==> src/rtl/fetch_block_former_predecode_macros.svh <==
// Assertion macros for the fetch block former with predecode.
// Depends on nothing; the including module supplies the clock and reset names.
`ifndef FETCH_BLOCK_FORMER_PREDECODE_MACROS_SVH
`define FETCH_BLOCK_FORMER_PREDECODE_MACROS_SVH

// Same-cycle implication, sampled on the rising clock edge outside reset.
`define FBPD_ASSERT_NOW(label, ante, cons) \
   label: assert property (@(posedge clock) disable iff (reset) (ante) |-> (cons)) \
      else $error("fetch block former: same-cycle check failed");

// Next-cycle implication, sampled on the rising clock edge outside reset.
`define FBPD_ASSERT_NEXT(label, ante, cons) \
   label: assert property (@(posedge clock) disable iff (reset) (ante) |=> (cons)) \
      else $error("fetch block former: next-cycle check failed");

`endif

==> src/rtl/fbpd_pkg.sv <==
// Shared types and constants of the fetch block former with predecode.
// Used by fbpd_predecode, fbpd_former and fetch_block_former_predecode.
package fbpd_pkg;

   // Field widths of the transfer payloads.
   localparam int unsigned PC_W    = 64;
   localparam int unsigned INST_W  = 32;
   localparam int unsigned IDX_W   = 16;
   localparam int unsigned BYTES_W = 7;
   localparam int unsigned COUNT_W = 5;

   // Saturation points of the block byte and instruction counts.
   localparam logic [BYTES_W-1:0] BYTES_MAX = 7'd127;
   localparam logic [COUNT_W-1:0] COUNT_MAX = 5'd31;

   // Reset value of the overflow limit register.
   localparam logic [BYTES_W-1:0] LIMIT_RESET = 7'd32;

   // Instruction sizes in bytes.
   localparam logic [2:0] SIZE_RVC = 3'd2;
   localparam logic [2:0] SIZE_STD = 3'd4;

   // Opcode quadrants and major opcodes.
   localparam logic [1:0] QUAD_C1  = 2'b01;
   localparam logic [1:0] QUAD_C2  = 2'b10;
   localparam logic [1:0] QUAD_STD = 2'b11;
   localparam logic [6:0] OPC_BRANCH = 7'b1100011;
   localparam logic [6:0] OPC_JAL    = 7'b1101111;
   localparam logic [6:0] OPC_JALR   = 7'b1100111;

   // Function codes.
   localparam logic [2:0] F3_C_J     = 3'b101;
   localparam logic [2:0] F3_C_BEQZ  = 3'b110;
   localparam logic [2:0] F3_C_BNEZ  = 3'b111;
   localparam logic [2:0] F3_C_JR    = 3'b100;
   localparam logic [2:0] F3_JALR    = 3'b000;
   localparam logic [4:0] REG_ZERO   = 5'b00000;

   // Link registers.
   localparam logic [4:0] REG_RA = 5'd1;
   localparam logic [4:0] REG_T0 = 5'd5;

   // Control-flow class of an instruction.
   typedef enum logic [1:0] {
      KIND_NONE   = 2'd0,
      KIND_BRANCH = 2'd1,
      KIND_JAL    = 2'd2,
      KIND_JALR   = 2'd3
   } kind_type;

   // Predecode outcome of one instruction word.
   typedef struct packed {
      logic     is_compressed;
      kind_type kind;
      logic     is_call;
      logic     is_return;
   } predecode_type;

   // One result item.
   typedef struct packed {
      logic [IDX_W-1:0]   inst_index;
      logic [IDX_W-1:0]   block_index;
      logic [PC_W-1:0]    next_fetch_pc;
      logic               jump_or_taken;
      logic               last_in_block;
      kind_type           branch_kind;
      logic               is_call;
      logic               is_return;
      logic               is_compressed;
      logic [IDX_W-1:0]   block_first_index;
      logic [COUNT_W-1:0] block_count;
      logic               overflow_error;
   } result_type;

   // A word is compressed unless its low two bits are both set.
   function automatic logic is_rvc(input logic [1:0] low_bits);
      return low_bits != QUAD_STD;
   endfunction

   // Link register test used for call and return hints.
   function automatic logic is_link(input logic [4:0] reg_num);
      return (reg_num == REG_RA) || (reg_num == REG_T0);
   endfunction

endpackage

==> src/rtl/fetch_block_former_predecode.sv <==
// Fetch block former with RISC-V predecode. Each transfer on the req_ side carries one
// committed instruction with the pc and word of the instruction after it; each yields one
// transfer on the rsp_ side with predecode hints, the next fetch pc and block bookkeeping.
// The block takes one instruction per cycle while rsp_stall is low, because the block byte
// count and index counters update with each item that moves on. A result passes through the
// input register and then the result register before it is presented; a stall holds it there.
// A stalled result holds the next item in the input register, which then stalls the req_ side.
// csr_wr_data sets the byte limit above which overflow_error is raised (32 after reset);
// write it only while idle.
// Depends on fbpd_pkg, fbpd_predecode, fbpd_former and fetch_block_former_predecode_macros.svh.
`include "fetch_block_former_predecode_macros.svh"

module fetch_block_former_predecode #(
   parameter int unsigned INDEX_BITS        = 16,
   parameter int unsigned FETCH_BLOCK_BYTES = 32
) (
   input  logic                          clock,
   input  logic                          reset,
   // Input channel.
   input  logic                          req_valid,
   output logic                          req_stall,
   input  logic [fbpd_pkg::PC_W-1:0]     req_pc,
   input  logic [fbpd_pkg::INST_W-1:0]   req_inst,
   input  logic [fbpd_pkg::PC_W-1:0]     req_next_pc,
   input  logic [fbpd_pkg::INST_W-1:0]   req_next_inst,
   input  logic                          req_next_valid,
   // Result channel.
   output logic                          rsp_valid,
   input  logic                          rsp_stall,
   output logic [fbpd_pkg::IDX_W-1:0]    rsp_inst_index,
   output logic [fbpd_pkg::IDX_W-1:0]    rsp_block_index,
   output logic [fbpd_pkg::PC_W-1:0]     rsp_next_fetch_pc,
   output logic                          rsp_jump_or_taken,
   output logic                          rsp_last_in_block,
   output logic [1:0]                    rsp_branch_kind,
   output logic                          rsp_is_call,
   output logic                          rsp_is_return,
   output logic                          rsp_is_compressed,
   output logic [fbpd_pkg::IDX_W-1:0]    rsp_block_first_index,
   output logic [fbpd_pkg::COUNT_W-1:0]  rsp_block_count,
   output logic                          rsp_overflow_error,
   // Configuration port.
   input  logic                          csr_wr_en,
   input  logic [fbpd_pkg::BYTES_W-1:0]  csr_wr_data
);

   logic                          in_valid_ff, in_valid_in;
   logic [fbpd_pkg::PC_W-1:0]     in_pc_ff;
   logic [fbpd_pkg::INST_W-1:0]   in_inst_ff;
   logic [fbpd_pkg::PC_W-1:0]     in_next_pc_ff;
   logic [fbpd_pkg::INST_W-1:0]   in_next_inst_ff;
   logic                          in_next_valid_ff;
   logic                          out_valid_ff, out_valid_in;
   fbpd_pkg::result_type          result_ff;
   fbpd_pkg::result_type          result;
   fbpd_pkg::predecode_type       decode;
   logic [fbpd_pkg::BYTES_W-1:0]  limit_ff;
   logic                          advance;
   logic                          in_take;

   // Handshake: the held item moves on whenever the result register is free or drains.
   assign advance     = in_valid_ff && (!out_valid_ff || !rsp_stall);
   assign req_stall   = in_valid_ff && !advance;
   assign in_take     = req_valid && !req_stall;
   assign in_valid_in = in_take || (in_valid_ff && !advance);
   assign out_valid_in = advance || (out_valid_ff && rsp_stall);

   // Valid flags and overflow limit.
   always_ff @(posedge clock) begin
      if (reset) begin
         in_valid_ff  <= 1'b0;
         out_valid_ff <= 1'b0;
         limit_ff     <= fbpd_pkg::LIMIT_RESET;
      end else begin
         in_valid_ff  <= in_valid_in;
         out_valid_ff <= out_valid_in;
         if (csr_wr_en) begin
            limit_ff <= csr_wr_data;
         end
      end
   end

   // Input payload register, loaded on each input transfer.
   always_ff @(posedge clock) begin
      if (in_take) begin
         in_pc_ff         <= req_pc;
         in_inst_ff       <= req_inst;
         in_next_pc_ff    <= req_next_pc;
         in_next_inst_ff  <= req_next_inst;
         in_next_valid_ff <= req_next_valid;
      end
   end

   fbpd_predecode u_predecode (
      .inst   (in_inst_ff),
      .decode (decode)
   );

   fbpd_former #(
      .INDEX_BITS        (INDEX_BITS),
      .FETCH_BLOCK_BYTES (FETCH_BLOCK_BYTES)
   ) u_former (
      .clock      (clock),
      .reset      (reset),
      .advance    (advance),
      .pc         (in_pc_ff),
      .next_pc    (in_next_pc_ff),
      .next_inst  (in_next_inst_ff),
      .next_valid (in_next_valid_ff),
      .limit      (limit_ff),
      .decode     (decode),
      .result     (result)
   );

   // Result register, loaded when the held item moves on.
   always_ff @(posedge clock) begin
      if (advance) begin
         result_ff <= result;
      end
   end

   assign rsp_valid             = out_valid_ff;
   assign rsp_inst_index        = result_ff.inst_index;
   assign rsp_block_index       = result_ff.block_index;
   assign rsp_next_fetch_pc     = result_ff.next_fetch_pc;
   assign rsp_jump_or_taken     = result_ff.jump_or_taken;
   assign rsp_last_in_block     = result_ff.last_in_block;
   assign rsp_branch_kind       = 2'(result_ff.branch_kind);
   assign rsp_is_call           = result_ff.is_call;
   assign rsp_is_return         = result_ff.is_return;
   assign rsp_is_compressed     = result_ff.is_compressed;
   assign rsp_block_first_index = result_ff.block_first_index;
   assign rsp_block_count       = result_ff.block_count;
   assign rsp_overflow_error    = result_ff.overflow_error;

   // The input side only stalls while an item is held.
   `FBPD_ASSERT_NOW(a_stall_needs_item, req_stall, in_valid_ff)
   // A jump or taken branch always closes its block.
   `FBPD_ASSERT_NOW(a_jot_closes_block, rsp_valid && rsp_jump_or_taken, rsp_last_in_block)
   // The first instruction of a block carries the block's start index.
   `FBPD_ASSERT_NOW(a_first_index, rsp_valid && (rsp_block_count == 5'd1),
                    rsp_block_first_index == rsp_inst_index)
   // A moving item always shows up as a result in the next cycle.
   `FBPD_ASSERT_NEXT(a_advance_shows, advance, rsp_valid)

endmodule

==> src/rtl/fbpd_predecode.sv <==
// Predecoder: classifies one instruction word as compressed or not, its
// control-flow kind, and call or return. Depends on fbpd_pkg.
module fbpd_predecode (
   input  logic [fbpd_pkg::INST_W-1:0] inst,
   output fbpd_pkg::predecode_type     decode
);

   logic                 rvc;
   fbpd_pkg::kind_type   kind;
   logic [4:0]           rd;
   logic [4:0]           rs1;
   logic                 call;

   assign rvc = fbpd_pkg::is_rvc(inst[1:0]);

   // Control-flow kind from the quadrant and function code.
   always_comb begin
      kind = fbpd_pkg::KIND_NONE;
      if (rvc) begin
         case (inst[1:0])
            fbpd_pkg::QUAD_C1: begin
               if (inst[15:13] == fbpd_pkg::F3_C_J) begin
                  kind = fbpd_pkg::KIND_JAL;
               end else if (inst[15:13] == fbpd_pkg::F3_C_BEQZ ||
                            inst[15:13] == fbpd_pkg::F3_C_BNEZ) begin
                  kind = fbpd_pkg::KIND_BRANCH;
               end
            end
            fbpd_pkg::QUAD_C2: begin
               // c.jr and c.jalr only; c.ebreak and the rs1 = x0 form are not jumps.
               if (inst[15:13] == fbpd_pkg::F3_C_JR && inst[6:2] == fbpd_pkg::REG_ZERO &&
                   inst[11:7] != fbpd_pkg::REG_ZERO) begin
                  kind = fbpd_pkg::KIND_JALR;
               end
            end
            default: kind = fbpd_pkg::KIND_NONE;
         endcase
      end else begin
         case (inst[6:0])
            fbpd_pkg::OPC_BRANCH: kind = fbpd_pkg::KIND_BRANCH;
            fbpd_pkg::OPC_JAL:    kind = fbpd_pkg::KIND_JAL;
            fbpd_pkg::OPC_JALR: begin
               if (inst[14:12] == fbpd_pkg::F3_JALR) begin
                  kind = fbpd_pkg::KIND_JALR;
               end
            end
            default: kind = fbpd_pkg::KIND_NONE;
         endcase
      end
   end

   // Link and source registers; a compressed jalr links to x1 when bit 12 is set.
   always_comb begin
      if (rvc) begin
         rd  = {4'b0000, inst[12]};
         rs1 = (kind == fbpd_pkg::KIND_JAL) ? fbpd_pkg::REG_ZERO : inst[11:7];
      end else begin
         rd  = inst[11:7];
         rs1 = inst[19:15];
      end
   end

   // A compressed jal is never a call.
   assign call = (((kind == fbpd_pkg::KIND_JAL) && !rvc) || (kind == fbpd_pkg::KIND_JALR)) &&
                 fbpd_pkg::is_link(rd);

   assign decode.is_compressed = rvc;
   assign decode.kind          = kind;
   assign decode.is_call       = call;
   assign decode.is_return     = (kind == fbpd_pkg::KIND_JALR) && fbpd_pkg::is_link(rs1) && !call;

endmodule

==> src/rtl/fbpd_former.sv <==
// Fetch block former: block byte and instruction counts, index counters and
// the block-closing decision for one predecoded instruction. Depends on fbpd_pkg.
module fbpd_former #(
   parameter int unsigned INDEX_BITS        = 16,
   parameter int unsigned FETCH_BLOCK_BYTES = 32
) (
   input  logic                                clock,
   input  logic                                reset,
   input  logic                                advance,
   input  logic [fbpd_pkg::PC_W-1:0]           pc,
   input  logic [fbpd_pkg::PC_W-1:0]           next_pc,
   input  logic [fbpd_pkg::INST_W-1:0]         next_inst,
   input  logic                                next_valid,
   input  logic [fbpd_pkg::BYTES_W-1:0]        limit,
   input  fbpd_pkg::predecode_type             decode,
   output fbpd_pkg::result_type                result
);

   // Only the low bits of an index ever reach the result ports.
   localparam int unsigned CntW = (INDEX_BITS < fbpd_pkg::IDX_W) ? INDEX_BITS : fbpd_pkg::IDX_W;

   logic [fbpd_pkg::BYTES_W-1:0] block_bytes_ff, block_bytes_in;
   logic [fbpd_pkg::COUNT_W-1:0] block_count_ff, block_count_in;
   logic [CntW-1:0]              block_start_ff, block_start_in;
   logic [CntW-1:0]              inst_counter_ff, inst_counter_in;
   logic [CntW-1:0]              block_counter_ff, block_counter_in;

   logic [2:0]                   size;
   logic [2:0]                   next_size;
   logic [fbpd_pkg::BYTES_W:0]   bytes_sum;
   logic [fbpd_pkg::BYTES_W-1:0] bytes;
   logic [fbpd_pkg::BYTES_W:0]   bytes_ahead;
   logic [fbpd_pkg::COUNT_W-1:0] count;
   logic [fbpd_pkg::PC_W-1:0]    npc;
   logic [fbpd_pkg::PC_W-1:0]    seq_pc;
   logic                         disc;
   logic                         jump;
   logic                         jot;
   logic                         last;

   // Sizes of this and the following instruction; a missing one counts as a zero word.
   assign size      = decode.is_compressed ? fbpd_pkg::SIZE_RVC : fbpd_pkg::SIZE_STD;
   assign next_size = (!next_valid || fbpd_pkg::is_rvc(next_inst[1:0])) ?
                      fbpd_pkg::SIZE_RVC : fbpd_pkg::SIZE_STD;
   assign npc       = next_valid ? next_pc : '0;

   // Saturating byte and instruction counts including this instruction.
   assign bytes_sum   = {1'b0, block_bytes_ff} + {5'b00000, size};
   assign bytes       = bytes_sum[fbpd_pkg::BYTES_W] ? fbpd_pkg::BYTES_MAX
                                                     : bytes_sum[fbpd_pkg::BYTES_W-1:0];
   assign count       = (block_count_ff == fbpd_pkg::COUNT_MAX) ? fbpd_pkg::COUNT_MAX
                                                                : block_count_ff + 5'd1;
   assign bytes_ahead = {1'b0, bytes} + {5'b00000, next_size};

   // Discontinuity and block-closing decision.
   assign seq_pc = pc + {{(fbpd_pkg::PC_W-3){1'b0}}, size};
   assign disc   = seq_pc != npc;
   assign jump   = (decode.kind == fbpd_pkg::KIND_JAL) || (decode.kind == fbpd_pkg::KIND_JALR);
   assign jot    = (disc && (decode.kind != fbpd_pkg::KIND_NONE)) || jump;
   assign last   = disc || jot ||
                   (bytes_ahead > (fbpd_pkg::BYTES_W+1)'(FETCH_BLOCK_BYTES));

   // Result fields.
   always_comb begin
      result.inst_index        = fbpd_pkg::IDX_W'(inst_counter_ff);
      result.block_index       = fbpd_pkg::IDX_W'(block_counter_ff);
      result.next_fetch_pc     = jot ? npc : seq_pc;
      result.jump_or_taken     = jot;
      result.last_in_block     = last;
      result.branch_kind       = decode.kind;
      result.is_call           = decode.is_call;
      result.is_return         = decode.is_return;
      result.is_compressed     = decode.is_compressed;
      result.block_first_index = fbpd_pkg::IDX_W'(block_start_ff);
      result.block_count       = count;
      result.overflow_error    = bytes > limit;
   end

   // Next state: a closing instruction starts a fresh block at the next index.
   always_comb begin
      inst_counter_in  = inst_counter_ff;
      block_counter_in = block_counter_ff;
      block_bytes_in   = block_bytes_ff;
      block_count_in   = block_count_ff;
      block_start_in   = block_start_ff;
      if (advance) begin
         inst_counter_in = inst_counter_ff + CntW'(1);
         if (last) begin
            block_counter_in = block_counter_ff + CntW'(1);
            block_bytes_in   = '0;
            block_count_in   = '0;
            block_start_in   = inst_counter_ff + CntW'(1);
         end else begin
            block_bytes_in = bytes;
            block_count_in = count;
         end
      end
   end

   // State registers.
   always_ff @(posedge clock) begin
      if (reset) begin
         inst_counter_ff  <= '0;
         block_counter_ff <= '0;
         block_bytes_ff   <= '0;
         block_count_ff   <= '0;
         block_start_ff   <= '0;
      end else begin
         inst_counter_ff  <= inst_counter_in;
         block_counter_ff <= block_counter_in;
         block_bytes_ff   <= block_bytes_in;
         block_count_ff   <= block_count_in;
         block_start_ff   <= block_start_in;
      end
   end

endmodule
==> config.mk <==
export PLATFORM = sky130hd
export DESIGN_NAME = fetch_block_former_predecode
export DESIGN_NICKNAME = d
export VERILOG_FILES = /design/src/rtl/fbpd_pkg.sv /design/src/rtl/fetch_block_former_predecode.sv /design/src/rtl/fbpd_predecode.sv /design/src/rtl/fbpd_former.sv
export VERILOG_INCLUDE_DIRS = /design/src /design/src/rtl
export SDC_FILE = /design/constraint.sdc
export NUM_CORES = 1
export LEC_CHECK = 0
export BUFFER_PORTS_ARGS = -buffer_cell sky130_fd_sc_hd__buf_2
export CAP_MARGIN = 20
export CORE_ASPECT_RATIO = 1.4
export CORE_MARGIN = 2
export CORE_UTILIZATION = 55
export CTS_CLUSTER_SIZE = 25
export DETAILED_ROUTE_END_ITERATION = 10
export HOLD_SLACK_MARGIN = 0.1
export PLACE_DENSITY = 0.8
export SLEW_MARGIN = 20
export SYNTH_ARGS = -nofsm -noshare
export SYNTH_HDL_FRONTEND = slang
export SYNTH_SLANG_ARGS = --single-unit
export TNS_END_PERCENT = 1
==> constraint.sdc <==
create_clock -name clock -period 13.55 [get_ports clock]
set_input_delay 3.3875 -clock clock [delete_from_list [all_inputs] [get_ports clock]]
set_output_delay 3.3875 -clock clock [all_outputs]
set_load 0.005 [all_outputs]
Word level (Yosys, flattened, before mapping)
Index checks and enable logic that the tools add are counted.
{"block": "op_classes", "addsub": 6, "order_cmp": 2, "eq_ne": 19, "n_mux": 18, "n_reduce_logical": 35}
{"operator": "64-bit two-way mux", "n": 2}
{"operator": "64-bit by 3-bit adder with 64-bit output", "n": 1}
{"operator": "64-bit inequality test", "n": 1}
{"operator": "16-bit by 1-bit adder with 16-bit output (second input constant)", "n": 2}
{"operator": "5-bit two-way mux", "n": 5}
{"operator": "7-bit == test (second input constant)", "n": 3}
{"operator": "7-bit by 3-bit adder with 8-bit output", "n": 2}
{"operator": "7-bit two-way mux", "n": 2}
{"operator": "3-bit == test (second input constant)", "n": 4}
{"operator": "1-bit logical OR", "n": 12}
{"operator": "1-bit logical AND", "n": 11}
{"operator": "5-bit by 1-bit == test with 1-bit output (second input constant)", "n": 2}
{"operator": "5-bit by 3-bit == test with 1-bit output (second input constant)", "n": 2}
{"operator": "8-bit by 6-bit greater-than comparator with 1-bit output (second input constant)", "n": 1}
{"operator": "2-bit two-way mux", "n": 4}
{"operator": "7-bit greater-than comparator", "n": 1}
{"operator": "1-bit zero test", "n": 7}
{"operator": "2-bit == test (second input constant)", "n": 3}
{"operator": "3-bit two-way mux", "n": 2}
{"operator": "2-bit case mux with 3 select lines", "n": 1}
{"operator": "5-bit by 1-bit adder with 5-bit output (second input constant)", "n": 1}
{"operator": "5-bit == test (second input constant)", "n": 1}
{"operator": "5-bit zero test", "n": 1}
{"operator": "5-bit nonzero test", "n": 1}
{"operator": "7 further kinds", "n": 8}
{"block": "totals", "register_bits": 345, "in_bits": 205, "out_inout_bits": 127, "wordCells": 105}

Logic depth before layout (Yosys ltp)
Gate-level depths: netlist of the first run.
{"block": "depth", "word_depth": 13, "ltp_mapped": 23, "mapped_depth_nobuf": 20}

By module
A second synthesis of the first run with hierarchy kept.
{"block": "hier_totals", "hier_cells": 1442, "hier_area_um2": 17879.6}
{"module": "fetch_block_former_predecode", "instances": 1, "cells_per_inst": 351, "area_per_inst_um2": 9883.2}
{"module": "fbpd_former", "instances": 1, "cells_per_inst": 1046, "area_per_inst_um2": 7684.9}
{"module": "fbpd_predecode", "instances": 1, "cells_per_inst": 45, "area_per_inst_um2": 311.5}

Worst setup path before layout of the first run
OpenSTA, ideal clock, no wires.
{"block": "synth_timing", "path_kind": "input -> register", "startpoint": "in rsp_stall", "endpoint": "reg in_inst_ff[0] (netlist bit) (enable)", "arrival_ns": 10.196, "t_required_ns": 12.871, "setup_slack_ns": 2.674, "stages": 2, "path_buffers": 0, "path_cell_list": "and3_1 > nor2b_1"}
{"block": "synth_between", "elab_chain_cells": 7}
{"item": "start: declaration", "line_no": "fetch_block_former_predecode.sv:29", "rtl": "input logic rsp_stall,"}
{"item": "1-bit zero test", "line_no": "fetch_block_former_predecode.sv:62", "rtl": "assign advance = in_valid_ff && (!out_valid_ff || !rsp_stall);"}
{"item": "1-bit logical OR", "line_no": "fetch_block_former_predecode.sv:62"}
{"item": "1-bit logical AND", "line_no": "fetch_block_former_predecode.sv:62"}
{"item": "1-bit zero test", "line_no": "fetch_block_former_predecode.sv:63", "rtl": "assign req_stall = in_valid_ff && !advance;"}
{"item": "1-bit logical AND", "line_no": "fetch_block_former_predecode.sv:63"}
{"item": "1-bit zero test", "line_no": "fetch_block_former_predecode.sv:64", "rtl": "assign in_take = req_valid && !req_stall;"}
{"item": "1-bit logical AND", "line_no": "fetch_block_former_predecode.sv:64"}
{"item": "net in_take", "line_no": "fetch_block_former_predecode.sv:59", "rtl": "logic in_take;"}
{"item": "end signal: assignment", "line_no": "fetch_block_former_predecode.sv:87", "rtl": "in_inst_ff <= req_inst;"}
{"item": "end: declaration", "line_no": "fetch_block_former_predecode.sv:49", "rtl": "logic [fbpd_pkg::INST_W-1:0] in_inst_ff;"}
The timed path passes the listed nets, and every way through them passes these cells.
A chain may end at the register's enable or synchronous reset.

Worst setup path in the final report of the first run
{"block": "layout_timing", "startpoint": "in rsp_stall", "endpoint": "out req_stall"}
{"block": "layout_between", "elab_chain_cells": 5}
{"item": "1-bit zero test", "line_no": "fetch_block_former_predecode.sv:62"}
{"item": "1-bit logical OR", "line_no": "fetch_block_former_predecode.sv:62"}
{"item": "1-bit logical AND", "line_no": "fetch_block_former_predecode.sv:62"}
{"item": "1-bit zero test", "line_no": "fetch_block_former_predecode.sv:63"}
{"item": "1-bit logical AND", "line_no": "fetch_block_former_predecode.sv:63"}
{"item": "end: declaration", "line_no": "fetch_block_former_predecode.sv:21", "rtl": "output logic req_stall,"}
No other way between the ends.

==> results.ini, run 1 <==
[status]
run_status=finished, final reports clean

[timing]
maxClockFrequency_mhz=136.9
total_negative_slack_for_setup_checks_ns=0
finClkSkew_ns=0.01538
setup_repair_after_global_routing_missed_its_margin=false
hold_viol=0
final_max_slew_violation_count=0
worst_slew_pin_slew_ns=1.056
slew_headroom_pct=29.61
setup_viol=0
min_period_over_period_pct=53.91
fin_crit_ns=7.305

[place]
dp.final_hpwl_mm=31.06
gp_congestion=0.9858
port_buffers=288
dpl_cell_area_mm2=0.01798

[synthesis]
ys_dominant_reg_cell=sky130_fd_sc_hd__edfxtp_1
synthCells=1348
synth_area_leader_cell=sky130_fd_sc_hd__edfxtp_1
mappedNetlistArea_mm2=0.01635
synth_top_area_share_pct=50.50
postSynthRegisterBits=344
synthesis.area_per_instance_um2=12.13
yosysSeqAreaShare_pct=58.94
yosys-top-cells-area=sky130_fd_sc_hd__edfxtp_1 50%, sky130_fd_sc_hd__dfxtp_1 8.4%, sky130_fd_sc_hd__mux2i_1 4.2%
synth_fp_nets=1574
synthArstFlopShare_pct=0
synth.distinct_cells=86
synth_warnings=0
synth-edff-count=275

[drt]
drt-vias-per-instance=6.010
route.detailed.drc=0
firstDrtPassIters=7
wirelength_mm=42.70
dr.first_iter.drc_count=861
vias=12120
routedWlPerCell_um=21.18
drtAntennaViolNets=0

[die]
top_level_ports=332
die_width_um=149.7
die_area_mm2=0.03115
die_outline_height_um=208.0
rows=74
floorplan.initialDensity_pct=55.89
core_mm2=0.02926

[worst_setup_path]
critical_path.endpoint_type=primary output
critPathLaunchType=input port
crit_path_max_fanout=3
critical_path_class=input port to primary output
crit_arrival_ns=3.92
required_ns=10.16

[global_routing]
grt_use_met1_pct=32.62
antenna_found_initial=5
globalRouteMet3Util_pct=4.035
grt_busiest_layer=met2
grt_start_max_net_pins=88
grt_first_pass_wirelength_mm=65.36
global_route.usage.total_pct=27.20
grt_overflow=0
vias_in_the_first_global_route=11980
met2_usage_pct=46.95

[clock_tree]
clock_tree_from_tritoncts=yes
clk_pin_slew_worst_paths_ns=0.06
hold_bufs_at_cts=0
clk_root_buffer_cell=sky130_fd_sc_hd__clkbuf_16
clock_latency_ns=0.53
h-tree-depth=2
post_cts.repair.setup_buffers=0
post_cts_resized=0
clock-sinks=344
cts-root-to-sink-buffers=3
cts_made_buffers=34

[min_path]
holdCritPathClass=register to register

[final_layout]
most-common-layout-cells=288 x sky130_fd_sc_hd__buf_2, 275 x sky130_fd_sc_hd__edfxtp_1, 126 x sky130_fd_sc_hd__nand2_1, 69 x sky130_fd_sc_hd__mux2i_1, 69 x sky130_fd_sc_hd__dfxtp_1
finalNetCount=1836
area.growth.synth_to_final_pct=16.56
post-route-cell-area_mm2=0.01906
layout.cells.most_common=sky130_fd_sc_hd__buf_2
final_layout_size_suffix_gt1_share_pct=23.61

[power_and_ir_drop]
leakage_nw=6.850
vdd_ir_drop_max_mv=0.1097
power_density_mw_per_mm2=123.7

[flow_run]
timing.max_cap.violations=0

## where the power goes
group | total, mW | switching [mW] | internal (mW)
Combinational | 0.192 | 0.113 | 0.0793
Sequential | 1.24 | 0.0391 | 1.20
Clock | 0.927 | 0.396 | 0.530
Total | 2.36 | 0.548 | 1.81
## path summary, 6_finish.rpt
path | startpoint | cells past startpoint | slack (ns) | end
min reg2reg | u_former.block_start_ff[1]$_SDFFE_PP0P_ | 0 | 0.42 | rsp_block_first_index[1]$_DFFE_PP_
max | rsp_stall | 3 | 6.25 | req_stall
max reg2reg | in_inst_ff[0]$_DFFE_PP_ | 15 | 7.16 | u_former.block_counter_ff[2]$_SDFFE_PP0P_
min | u_former.block_start_ff[1]$_SDFFE_PP0P_ | 0 | 0.42 | rsp_block_first_index[1]$_DFFE_PP_
## flip-flops by register name (all words and copies together), names as in the netlist, 2 cells and up
signal and count:
u_former.block_count_ff 5, in_pc_ff 64, u_former.block_counter_ff 16, rsp_block_index 16
in_inst_ff 19, rsp_next_fetch_pc 64, rsp_branch_kind 2, u_former.block_bytes_ff 7
rsp_block_count 5, rsp_block_first_index 16, limit_ff 7, u_former.block_start_ff 16
u_former.inst_counter_ff 16, rsp_inst_index 16, in_next_inst_ff 2, in_next_pc_ff 64
## critical path: stages
cell and delay (ns):
sky130_fd_sc_hd__buf_2 0.09, sky130_fd_sc_hd__and3_1 0.28, sky130_fd_sc_hd__buf_2 0.16
## kinds of logic (layout without fill, tap and decap cells)
logic type	Yosys count	count (layout)	share of synthesized area, %
other cells	0	5	0
mux	80	80	4.981
buf+inv	109	392	3.213
flops	344	344	58.94
compound gates	195	195	8.271
fa+ha+maj	21	21	1.699
simple gates	477	477	15.85
xor+xnor	122	122	7.047
## stage by stage
step / setup slack, ns / power (mW) / utilization (%) / cells / hold slack [ns]
final: 6.245 / 2.358 / 65.15 / 2016 / 0.4244
after CTS: 6.252 / 2.373 / 65.10 / 2011 / 0.4256
after global placement: 6.265 / 1.443 / 61.44 / 1954 / 0.4090
after global routing: 6.205 / 2.435 / 65.15 / 2016 / 0.4498
after detailed placement: 6.257 / 1.450 / 61.44 / 1954 / 0.4125
after floorplan: 2.674 / 1.370 / - / 1348 / 0.4048
## routing by layer
layer  up-vias  routed length, um  share of wire [%]
met3       120               2722                6.4
met2       529              21820                 51
met4         0               2442                5.7
li1       5612                  -                  -
met5         -                  0                  0
met1      5856              15710                 37
## layout make-up
type / instances / area (um2)
timing repair buffer: 298 / 1516
tap: 380 / 475.5
inverter: 37 / 143.9
clock buffer: 38 / 887.1
fill: 2253 / 10200
antenna: 5 / 12.51
sequential: 344 / 9639
multi-input combinational: 895 / 6201
clock inverter: 19 / 185.2
## cell usage after synthesis (all sizes together) (20+ instances only)
cell	n
nand2	127
clkbuf	36
nor4	25
or4	20
buf	36
o21ai	28
mux2i	69
nand3	61
xnor2	63
xor2	53
inv	35
nand4	45
dfxtp	69
nor2	59
a21oi	61
nor3	34
a211oi	21
edfxtp	275
Power figures use the tool's default switching activity.
==> run 2, diff against run 1 <==
--- a/config.mk
+++ b/config.mk
@@ -10,11 +10,11 @@
 export CAP_MARGIN = 20
 export CORE_ASPECT_RATIO = 1.4
 export CORE_MARGIN = 2
-export CORE_UTILIZATION = 55
+export CORE_UTILIZATION = 50
 export CTS_CLUSTER_SIZE = 25
 export DETAILED_ROUTE_END_ITERATION = 10
 export HOLD_SLACK_MARGIN = 0.1
-export PLACE_DENSITY = 0.8
+export PLACE_DENSITY = 0.77
 export SLEW_MARGIN = 20
 export SYNTH_ARGS = -nofsm -noshare
 export SYNTH_HDL_FRONTEND = slang
==> constraint.sdc (replaced) <==
create_clock -name clock -period 6.45 [get_ports clock]
set_input_delay 1.6125 -clock clock [delete_from_list [all_inputs] [get_ports clock]]
set_output_delay 1.6125 -clock clock [all_outputs]
set_load 0.005 [all_outputs]
==> results.ini, run 2 (synthesis results as in run 1) <==
[drt]
wirelength_met1_mm=15.94  ; was 15.71 mm
route.detailed.drc=0  ; unchanged
vias=12020  ; was 12120
drtAntennaViolNets=0  ; unchanged
wirelength_mm=43.10  ; was 42.70 mm
firstDrtPassIters=6  ; was 7
drt-vias-per-instance=5.775  ; was 6.010
routedWlPerCell_um=20.70  ; was 21.18 um
routed-wl-met2_mm=22.29  ; was 21.82 mm
dr.first_iter.drc_count=835  ; was 861
top_metal_layer_carrying_routed_signals=met5  ; was met4
met3_wirelength_mm=2.634  ; was 2.722 mm

[status]
run_status=finished, final reports clean  ; unchanged

[worst_setup_path]
critical_path_class=register to register  ; was input port to primary output
regToRegSetupSlack_ns=0.96  ; was 7.16 ns
ff2ff_path_depth=15  ; unchanged
required_ns=6.72  ; was 10.16 ns
r2r_start=in_inst_ff[0]$_DFFE_PP_  ; unchanged
critical_path.endpoint_type=register  ; was primary output
path_cells=ha_1 > nor2b_1 > ha_1 > a21o_1 > nand4_4 > or4_1 > nor2_1 > xor3_1 > o2111ai_1 > nor4_1 > o2111a_1 > and4bb_2 > a22oi_2 > buf_4 > mux2_1  ; was buf_2 > and3_1 > buf_2
crit_arrival_ns=5.77  ; was 3.92 ns
slowest_delay_ns=0.72  ; was 0.28 ns
crit_path_max_fanout=33  ; was 3
timing.critical_path.mode_cell=sky130_fd_sc_hd__ha_1  ; was sky130_fd_sc_hd__buf_2
worstReg2RegEnd=rsp_next_fetch_pc[38]$_DFFE_PP_  ; was u_former.block_counter_ff[2]$_SDFFE_PP0P_
crit_path_top_delay_cell=sky130_fd_sc_hd__or4_1  ; was sky130_fd_sc_hd__and3_1
critPathLaunchType=register  ; was input port

[final_layout]
finalNetCount=1839  ; was 1836
n_fill_cell=2601  ; was 2253
area.growth.synth_to_final_pct=17.51  ; was 16.56%
most-common-layout-cells=288 x sky130_fd_sc_hd__buf_2, 275 x sky130_fd_sc_hd__edfxtp_1, 126 x sky130_fd_sc_hd__nand2_1, 69 x sky130_fd_sc_hd__mux2i_1, 69 x sky130_fd_sc_hd__dfxtp_1  ; unchanged
final_layout_size_suffix_gt1_share_pct=23.93  ; was 23.61%
fin_util_pct=59.49  ; was 65.15%
post_layout_nonfiller_instances=2082  ; was 2016
layout.cells.most_common=sky130_fd_sc_hd__buf_2  ; unchanged

[global_routing]
antenna_found_initial=5  ; unchanged
grt_first_pass_wirelength_mm=64.57  ; was 65.36 mm
global_route.usage.total_pct=24.90  ; was 27.20%
vias_in_the_first_global_route=11690  ; was 11980
grt_start_max_net_pins=151  ; was 88
grt_overflow=0  ; unchanged

[timing]
setup_repair_after_global_routing_missed_its_margin=false  ; unchanged
final_max_slew_violation_count=0  ; unchanged
hold_viol=0  ; unchanged
whs_ns=0.4330  ; was 0.4244 ns
maxClockFrequency_mhz=182.0
total_negative_slack_for_setup_checks_ns=0  ; unchanged
finClkSkew_ns=0.01646  ; was 0.01538 ns
setup_viol=0  ; unchanged
fin_crit_ns=5.493
worst_slew_pin_slew_ns=1.096  ; was 1.056 ns
slew_headroom_pct=26.96  ; was 29.61%
min_period_over_period_pct=85.17

[die]
floorplan.initialDensity_pct=50.62  ; was 55.89%
core_mm2=0.03230  ; was 0.02926 mm2
die_area_mm2=0.03419  ; was 0.03115 mm2
rows=78  ; was 74
die_width_um=156.8  ; was 149.7 um
die_outline_height_um=218.0  ; was 208.0 um
top_level_ports=332  ; unchanged

[clock_tree]
post_cts_resized=0  ; unchanged
cts-root-to-sink-buffers=3  ; unchanged
post_cts.repair.setup_buffers=0  ; unchanged
clk_root_buffer_cell=sky130_fd_sc_hd__clkbuf_16  ; unchanged
clk_pin_slew_worst_paths_ns=0.06  ; about the same
hold_bufs_at_cts=0  ; unchanged
clock-sinks=344  ; unchanged
clock_tree_from_tritoncts=yes  ; unchanged
cts_made_buffers=35  ; was 34
h-tree-depth=2  ; unchanged
clock_latency_ns=0.54  ; was 0.53 ns

[min_path]
hold_end=rsp_block_first_index[2]$_DFFE_PP_  ; was rsp_block_first_index[1]$_DFFE_PP_
holdCritPathClass=register to register  ; unchanged
origin_of_the_worst_min_delay_path=u_former.block_start_ff[2]$_SDFFE_PP0P_  ; was u_former.block_start_ff[1]$_SDFFE_PP0P_
whs_path_depth=0  ; unchanged

[power_and_ir_drop]
power_density_mw_per_mm2=260.0  ; was 123.7 mW/mm2
leakage_nw=6.892  ; was 6.850 nW
vdd_ir_drop_max_mv=0.2685  ; was 0.1097 mV

[flow_run]
timing.max_cap.violations=0  ; unchanged

[place]
gp_congestion=0.9479  ; was 0.9858
dp.final_hpwl_mm=31.57  ; was 31.06 mm
port_buffers=288  ; unchanged
post-place-cells=2016  ; was 1954

==> run 2: changes by cell type in the layout (fill, tap and decap cells not counted) <==
| cell | previous run | this run |
|---|---|---|
| sky130_fd_sc_hd__inv_4 | 0 | 1 |
| sky130_fd_sc_hd__inv_8 | 1 | 0 |
| sky130_fd_sc_hd__clkbuf_8 | 0 | 1 |
| sky130_fd_sc_hd__clkbuf_1 | 3 | 5 |
| sky130_fd_sc_hd__buf_12 | 0 | 2 |
| sky130_fd_sc_hd__inv_6 | 2 | 6 |
| sky130_fd_sc_hd__diode_2 | 5 | 4 |
| sky130_fd_sc_hd__clkinv_1 | 7 | 5 |
==> run 2: final cells by class <==
type,instances,area [um2],share of cell area [%]
Sequential cell,344,9639,50.16
Multi-Input combinational cell,895,6201,32.27
Timing Repair Buffer,300,1556,8.099
Clock buffer,41,908.4,4.727
Tap cell,440,550.5,2.865
Clock inverter,21,207.7,1.081
Inverter,37,143.9,0.7487
Antenna cell,4,10.01,0.05209
==> run 2: where the power goes <==
group	internal, mW	leakage, nW	switching [mW]
registers	2.52	3.18	0.0823
clock network	1.14	0.544	0.844
logic	0.169	3.17	0.239
==> run 2: critical path: cells and delay by family, from the launching register on <==
family | cells | cell delay (ns)
simple gates | 6 | 2.30
compound gates | 4 | 0.84
fa+ha+maj | 2 | 0.53
flops | 1 | 0.44
xor+xnor | 1 | 0.38
mux | 1 | 0.38
buf+inv | 1 | 0.32
==> run 2: how the worst max path moves through the flow <==
| stage | from | to | slack (ns) | cells past startpoint |
|---|---|---|---|---|
| CTS | in_inst_ff[0]$_DFFE_PP_ | rsp_next_fetch_pc[38]$_DFFE_PP_ | 0.97 | 15 |
| global route | in_inst_ff[0]$_DFFE_PP_ | rsp_next_fetch_pc[3]$_DFFE_PP_ | 0.62 | 15 |
| finish | in_inst_ff[0]$_DFFE_PP_ | rsp_next_fetch_pc[38]$_DFFE_PP_ | 0.96 | 15 |
| global placement | in_inst_ff[0]$_DFFE_PP_ | rsp_next_fetch_pc[38]$_DFFE_PP_ | 1.12 | 15 |
| floorplan | rsp_stall | in_inst_ff[0]$_DFFE_PP_ | 0.29 | 2 |
| detailed placement | in_inst_ff[0]$_DFFE_PP_ | rsp_next_fetch_pc[9]$_DFFE_PP_ | 1.0 | 15 |
==> run 2: metal layers <==
layer | GRT usage (%) | vias to the layer above
met2 | 44.44 | 507
li1 | - | 5617
met4 | 13.06 | 2
met5 | 0 | -
met3 | 3.537 | 115
met1 | 28.77 | 5782
==> run 2: through the flow <==
stage / total power [mW] / setup WS, ns / area, um2
floorplan: 2.872 / 0.2933 / 16360
global placement: 3.040 / 1.116 / 18090
detailed placement: 3.054 / 0.9989 / 18090
CTS: 5.033 / 0.9711 / 19210
global route: 5.162 / 0.6209 / 19220
finish: 4.997 / 0.9567 / 19220
